<file path="src/rtl/core/cmpt_pkg.sv">
`timescale 1ns / 1ps
// Shared types and constants for the RGBA color matrix transform.
package cmpt_pkg;

	localparam int unsigned CH_W   = 16;
	localparam int unsigned FRAC_W = 12;
	localparam int unsigned CFG_W  = 64;
	localparam int unsigned ADDR_W = 6;
	localparam int unsigned IDX_W  = 3;

	localparam logic [IDX_W-1:0] REG_RED    = 3'd0;
	localparam logic [IDX_W-1:0] REG_GREEN  = 3'd1;
	localparam logic [IDX_W-1:0] REG_BLUE   = 3'd2;
	localparam logic [IDX_W-1:0] REG_ALPHA  = 3'd3;
	localparam logic [IDX_W-1:0] REG_OFFSET = 3'd4;

	localparam logic [CFG_W-1:0] RST_RED    = 64'h0000_0000_0000_1000;
	localparam logic [CFG_W-1:0] RST_GREEN  = 64'h0000_0000_1000_0000;
	localparam logic [CFG_W-1:0] RST_BLUE   = 64'h0000_1000_0000_0000;
	localparam logic [CFG_W-1:0] RST_ALPHA  = 64'h1000_0000_0000_0000;
	localparam logic [CFG_W-1:0] RST_OFFSET = 64'h0000_0000_0000_0000;

	localparam logic [34:0]     RND_HALF = 35'd2048;
	localparam logic [CH_W-1:0] SAT_MAX  = 16'h7FFF;
	localparam logic [CH_W-1:0] SAT_MIN  = 16'h8000;

	typedef struct packed {
		logic signed [15:0] in_red;
		logic signed [15:0] in_green;
		logic signed [15:0] in_blue;
		logic signed [15:0] in_alpha;
	} pixel_in_t;

	typedef struct packed {
		logic signed [15:0] out_red;
		logic signed [15:0] out_green;
		logic signed [15:0] out_blue;
		logic signed [15:0] out_alpha;
	} pixel_out_t;

	typedef struct packed {
		logic adv1;
		logic adv2;
		logic adv3;
		logic adv4;
	} stage_en_t;

endpackage

</file>
<file path="src/rtl/core/cmpt_lane.sv">
`timescale 1ns / 1ps
// One output channel datapath: four products, adder tree, rounding, saturation.
module cmpt_lane (
	input  logic                  clk,
	input  cmpt_pkg::stage_en_t   en,
	input  cmpt_pkg::pixel_in_t   pix,
	input  logic signed [15:0]    w_red,
	input  logic signed [15:0]    w_green,
	input  logic signed [15:0]    w_blue,
	input  logic signed [15:0]    w_alpha,
	input  logic signed [15:0]    offset,
	output logic signed [15:0]    result
);

	logic signed [31:0] prod_r_s1, prod_g_s1, prod_b_s1, prod_a_s1;
	logic signed [32:0] sum_a_s2;
	logic signed [33:0] sum_b_s2;
	logic        [22:0] rnd_s3;
	logic        [15:0] res_s4;

	logic [33:0] off_ext;
	logic [34:0] acc;

	assign off_ext = {{6{offset[15]}}, offset, 12'd0};
	assign acc     = {{2{sum_a_s2[32]}}, sum_a_s2} + {sum_b_s2[33], sum_b_s2} + cmpt_pkg::RND_HALF;

	always_ff @(posedge clk) begin
		if (en.adv1) begin
			prod_r_s1 <= pix.in_red   * w_red;
			prod_g_s1 <= pix.in_green * w_green;
			prod_b_s1 <= pix.in_blue  * w_blue;
			prod_a_s1 <= pix.in_alpha * w_alpha;
		end
		if (en.adv2) begin
			sum_a_s2 <= {prod_r_s1[31], prod_r_s1} + {prod_g_s1[31], prod_g_s1};
			sum_b_s2 <= {{2{prod_b_s1[31]}}, prod_b_s1} + {{2{prod_a_s1[31]}}, prod_a_s1}
				+ off_ext;
		end
		// drop the fraction: floor of the biased sum
		if (en.adv3) begin
			rnd_s3 <= acc[34:12];
		end
		if (en.adv4) begin
			if (!rnd_s3[22] && (|rnd_s3[21:15])) begin
				res_s4 <= cmpt_pkg::SAT_MAX;
			end else if (rnd_s3[22] && !(&rnd_s3[21:15])) begin
				res_s4 <= cmpt_pkg::SAT_MIN;
			end else begin
				res_s4 <= rnd_s3[15:0];
			end
		end
	end

	assign result = res_s4;

endmodule

</file>
<file path="config.mk">
export PLATFORM = sky130hd
export DESIGN_NAME = cmpt_lane
export DESIGN_NICKNAME = d
export VERILOG_FILES = /design/src/rtl/core/cmpt_pkg.sv /design/src/rtl/core/cmpt_lane.sv
export SDC_FILE = /design/constraint.sdc
export NUM_CORES = 2
export LEC_CHECK = 0
export BUFFER_PORTS_ARGS = -buffer_cell sky130_fd_sc_hd__buf_2
export CORE_ASPECT_RATIO = 0.6
export CORE_MARGIN = 8
export CORE_UTILIZATION = 35
export CTS_CLUSTER_DIAMETER = 120
export CTS_CLUSTER_SIZE = 24
export DETAILED_ROUTE_END_ITERATION = 7
export PLACE_DENSITY = 0.52
export SLEW_MARGIN = 20
export SYNTH_ARGS = -nofsm -noshare
export SYNTH_HDL_FRONTEND = slang
export SYNTH_SLANG_ARGS = --single-unit
</file>
<file path="constraint.sdc">
create_clock -name clk -period 8.5 [get_ports clk]
set_input_delay 1.7 -clock clk [delete_from_list [all_inputs] [get_ports clk]]
set_output_delay 1.7 -clock clk [all_outputs]
set_load 0.05 [all_outputs]
</file>
# After elaboration in Yosys (flattened, before gate mapping)
# Index checks and enable logic that the tools add are counted.
# totals
regBits	234
out_inout_bits	16
word_cells	24
in_bits	149
# classes
reduce_logical	6
multipliers	4
mux	1
addsub	5
# ops
cell	count
multiplier 16 x 16 -> 32 bit	4
adder 32 x 32 -> 33 bit	2
adder 33 x 34 -> 35 bit	1
adder 35 x 12 -> 35 bit (second input constant)	1
adder 33 x 28 -> 34 bit	1
two-way mux 16 bit	1
AND reduction 7 bit	1
OR reduction 7 bit	1
logical AND 1 bit	2
logical NOT 1 bit	2

# Depth between registers and ports, before layout
# depth
word_depth	4
ltp_mapped	24
mapped_depth_nobuf	22

# Least setup slack after synthesis
# Ideal clock, no wire load.
# synth_path
path_type	in2reg
start	input w_green[7]
end	register prod_g_s1[25] (data pin)
arrival_time_ns	7.436
n_path_buf	1
setup_ns	0.262
path_stages	23
required_ns	8.238
setup_slack_ns	0.801
path_cell_list	clkbuf_1 > nand2_1 > fa_1 > inv_1 > fa_1 > inv_1 > fa_1 > inv_1 > fa_1 > fa_1 > inv_1 > fa_1 > inv_1 > ha_1 > and3_4 > and3_1 > a221o_1 > a221o_1 > and2_1 > or2_4 > a211oi_4 > a21oi_1 > xor2_1
# synth_via
elab_chain_cells	1
# synth_lines
item	line	rtl
start, declared	cmpt_lane.sv:8	input logic signed [15:0] w_green,
multiplier 16 x 16 -> 32 bit	cmpt_lane.sv:30	prod_g_s1 <= pix.in_green * w_green;
end signal, assigned	cmpt_lane.sv:30	
end, declared	cmpt_lane.sv:15	logic signed [31:0] prod_r_s1, prod_g_s1, prod_b_s1, prod_a_s1;
# No other way between the ends.
# A chain may end at the register's enable or synchronous reset.

# Final worst setup path
# layout_path
start	input w_green[1]
end	register prod_g_s1[22] (data pin)
# Same word-level chain as after synthesis.

==> implementation parameters <==
Parameter                              Value

Outcome
  Result of the run    finished clean

CTS
  Clock H-tree levels    1
  CTS buffer count    13
  CTS root buffer    clkbuf_16
  Clock transition at the registers of the reported paths    approximately 0.10 ns
  Post-CTS Hold Fix Bufs    0
  Clock Path Buffers    3
  Setup bufs post-CTS    0
  Worst-Skew Late Latency    0.51 ns
  Number of sinks handled by clock tree synthesis    234
  Count of cells resized by post-cts repair    0
  TritonCTS clock tree    built

Worst setup path
  Crit path launch type    input port
  Largest stage delay on the critical path    slightly below 0.6 ns
  Data arrival time of the critical path    7.90 ns
  Critical Path Most Common Cell    fa_1
  Highest fanout seen on the critical path    16
  Number of cells on the critical path    19
  Termination of the worst setup path    prod_g_s1[22]
  Number of cells on the worst reg-to-reg path    12
  Worst EP required    8.73 ns
  Category of the worst setup path capture point    register
  Worst path cell trace    buf_2 -> nand2_1 -> fa_1 -> fa_1 -> fa_1 -> fa_1 -> inv_1 -> fa_1 -> fa_1 -> ha_1 -> a21o_1 -> a21o_1 -> a2111oi_0 -> o21ai_0 -> or2_1 -> a21o_1 -> a41oi_1 -> and2_1 -> xnor2_1
  Start point of the critical path    w_green[1]
  Buffers plus inverters on the worst setup path    2
  Slowest stage cell, crit path    fa_1
  R2R Path Start    prod_a_s1[1]
  Cell family contributing the most delay on the critical path    adder cells
  Setup slack of the most critical reg-to-reg path    4.67 ns
  FF-to-FF End    sum_b_s2[31]
  Critical Setup Path Class    input port to register

Synthesis
  Proportion of synthesized chip area in sequential cells    0.137
  Async set-or-reset flop fraction in the synthesized netlist    0
  Post-Syn Area    51,400 um2
  Net Count, Synth    6,867
  Post-Synth Adder-Cell Area    0.531
  Synth warn    0
  Synthesized-area fraction occupied by xor and xnor cells    0.0344
  Avg Cell Area, Syn    9.92 um2
  Combinational family with the most area after synthesis    adder cells
  Count of flip-flops with a built-in enable after synthesis    roughly 230
  Compound-cell area share of the yosys netlist    0.0700
  Simple-gate share of the synthesized area    0.132
  FF+latch count, synth    234
  Synth Flop Type    edfxtp_1
  Mapped Cells    5,179
  Library cells used by synthesis    71
  Share of cell area taken by muxes after synthesis    0.000195

Floorplanning
  Count of standard-cell rows    109
  Area of the die    160,000 um2
  Top-Level Pins    roughly 170
  Height of the die    313 um
  Core area    approximately 150,000 um2
  Width of the die    511 um
  Initial Utilization    0.351

Drt
  Detail Route Antenna Nets    0
  Total Routed Length    136,000 um
  Wire length per cell after detailed routing    18.9 um
  Vias post-DR    34,400
  Post-DR vias/cell    4.78
  Drt first-iter violations    2,377
  DRC violations left    0
  First drt pass iteration count    6

Timing
  Final Setup Violations    0
  Setup Skew    about 0.03 ns
  Crit path time final    between 7 and 8 ns
  Worst rel slew slack    0.365
  Slew @ Worst Pin    about 0.95 ns
  Final hold violation count    0
  Crit share post-route    0.902
  Maximum achievable frequency    approximately 0.13 GHz
  Min setup slack post-route    0.835 ns
  Max-slew violation count    0
  Final setup TNS    0 ns
  Setup repair after global routing missed its margin    no

Run
  Maximum capacitance violations    0

Placed design
  Port Buffer Count    164
  DP HPWL    116,000 um
  Weighted congestion reported at the end of routability-driven placement    0.864
  Place WS    0.323 ns

Global routing
  Overflow left after global routing    0
  First-pass GRT wire length    219,000 um
  Initial antenna violation count    7
  Total global-route track usage    0.173
  Maximum number of pins on one net before global-route repair    70
  Via count of the first global-routing pass    roughly 37,000

Finish
  Number of nets at the end of the flow    6,937
  Util after Layout    0.374
  FILL cells    approximately 15,000
  Area added between synthesis and finish    6.48%
  Share of final-layout standard cells stronger than drive strength 1    0.0446

Hold path
  Tightest Hold Check Type    register to register
  Worst hold path cell count    0
[layer usage]
layer	part of all wire	up-vias	track usage	wire length [um]
met4	0.010	0	0.0205	1420
met5	0	-	0	0
met3	0.065	55	0.0323	8770
met1	0.55	17500	0.288	74300
li1	-	16000	-	-
met2	0.38	832	0.231	51300
[per-stage QoR]
stage / hold WS (ns) / cells / area, um2
2_1_floorplan: 0.510 / 5179 / 51400
3_3_place_gp: 0.475 / 7176 / 54300
3_5_place_dp: 0.469 / 7176 / 54300
4_1_cts: 0.498 / 7193 / 54700
5_1_grt: 0.543 / 7196 / 54700
6_report: 0.515 / 7198 / 54700
[layout by cell type, fill, tap and decap left out, types with 9 or more instances in the layout]
cell type,count
a21o_1,71
and3_1,17
and2_1,508
fa_1,1070
o21bai_1,24
nor3_1,34
a31oi_1,14
clkbuf_16,13
or2_2,12
buf_2,163
buf_4,27
nand2_1,529
o21ai_0,86
a211oi_1,19
o21a_1,60
and4_1,9
a21oi_1,165
nand2b_1,28
inv_1,1171
nand3_1,25
nor2_1,141
o211ai_1,10
nand4_1,11
nor4_1,9
edfxtp_1,234
xnor2_1,146
nor2b_1,19
ha_1,469
xor2_1,56
[Yosys cell counts, types with 5 or more instances]
cell type	instances	area share
inv_1	1171	0.086
fa_1	1070	0.42
nand2_1	529	0.039
and2_1	508	0.062
ha_1	469	0.11
edfxtp_1	234	0.14
a21oi_1	165	0.016
xnor2_1	146	0.025
nor2_1	141	0.010
clkbuf_1	133	0.0097
o21ai_0	86	0.0084
a21o_1	71	0.010
o21a_1	60	0.0088
xor2_1	56	0.0095
nor3_1	34	0.0033
nand2b_1	28	0.0034
nand3_1	25	0.0024
o21bai_1	24	0.0035
a211oi_1	19	0.0028
nor2b_1	19	0.0023
and3_1	17	0.0021
a31oi_1	14	0.0017
or2_2	12	0.0015
nand4_1	11	0.0013
o211ai_1	10	0.0015
and4_1	9	0.0015
nor4_1	9	0.0011
a221o_1	7	0.0014
o31a_1	7	0.0012
a21boi_0	6	0.00088
o31ai_1	6	0.00088
a211o_1	5	0.00085
or3_1	5	0.00061
[registers in the layout, summed over array words and instances, names as in the netlist]
register   count
rnd_s3        23
result        16
prod_a_s1     32
sum_a_s2      33
prod_b_s1     32
sum_b_s2      34
prod_r_s1     32
prod_g_s1     32
[worst min-delay path by stage]
| stage | start | endpoint | slack (ns) |
|---|---|---|---|
| floorplan | rnd_s3[0] | result[0] | 0.51 |
| global placement | rnd_s3[22] | result[15] | 0.48 |
| detailed placement | rnd_s3[22] | result[15] | 0.47 |
| CTS | rnd_s3[22] | result[15] | 0.50 |
| global route | rnd_s3[22] | result[15] | 0.54 |
| finish | rnd_s3[22] | result[15] | 0.52 |
[cell type report]
| cell class | instances | area (um2) | share of cell area |
|---|---|---|---|
| timing repair buffer | 190 | 1020 | 0.0186 |
| clock buffer | 15 | 333 | 0.00608 |
| inverter | 1171 | 4400 | 0.0803 |
| multi-input combinational | 3639 | 39500 | 0.721 |
| clock inverter | 2 | 38.8 | 0.000709 |
| tap | 1942 | 2430 | 0.0444 |
| sequential | 234 | 7030 | 0.128 |
| antenna | 5 | 12.5 | 0.000229 |
[logic make-up after synthesis]
logic type,count (synthesis)
adder cells (fa/ha/maj),1539
AND/OR/NAND/NOR,1358
buffers and inverters,1306
AO/OA/AOI/OAI,539
flip-flops,234
XOR/XNOR,202
multiplexers,1
[worst register-to-register path: stages (launching register included)]
cell and delay [ns]:
edfxtp_1 0.54, ha_1 0.34, ha_1 0.23, fa_1 0.50
a211oi_1 0.25, o21ai_0 0.21, o211ai_1 0.28, a21oi_1 0.14
o21ai_0 0.24, a21oi_1 0.18, o21ai_0 0.34, a21oi_1 0.16
xor2_1 0.18
Power is left out: the tool's default activity adds up to more than one toggle a clock period on the data nets, which glitch-free logic cannot reach.
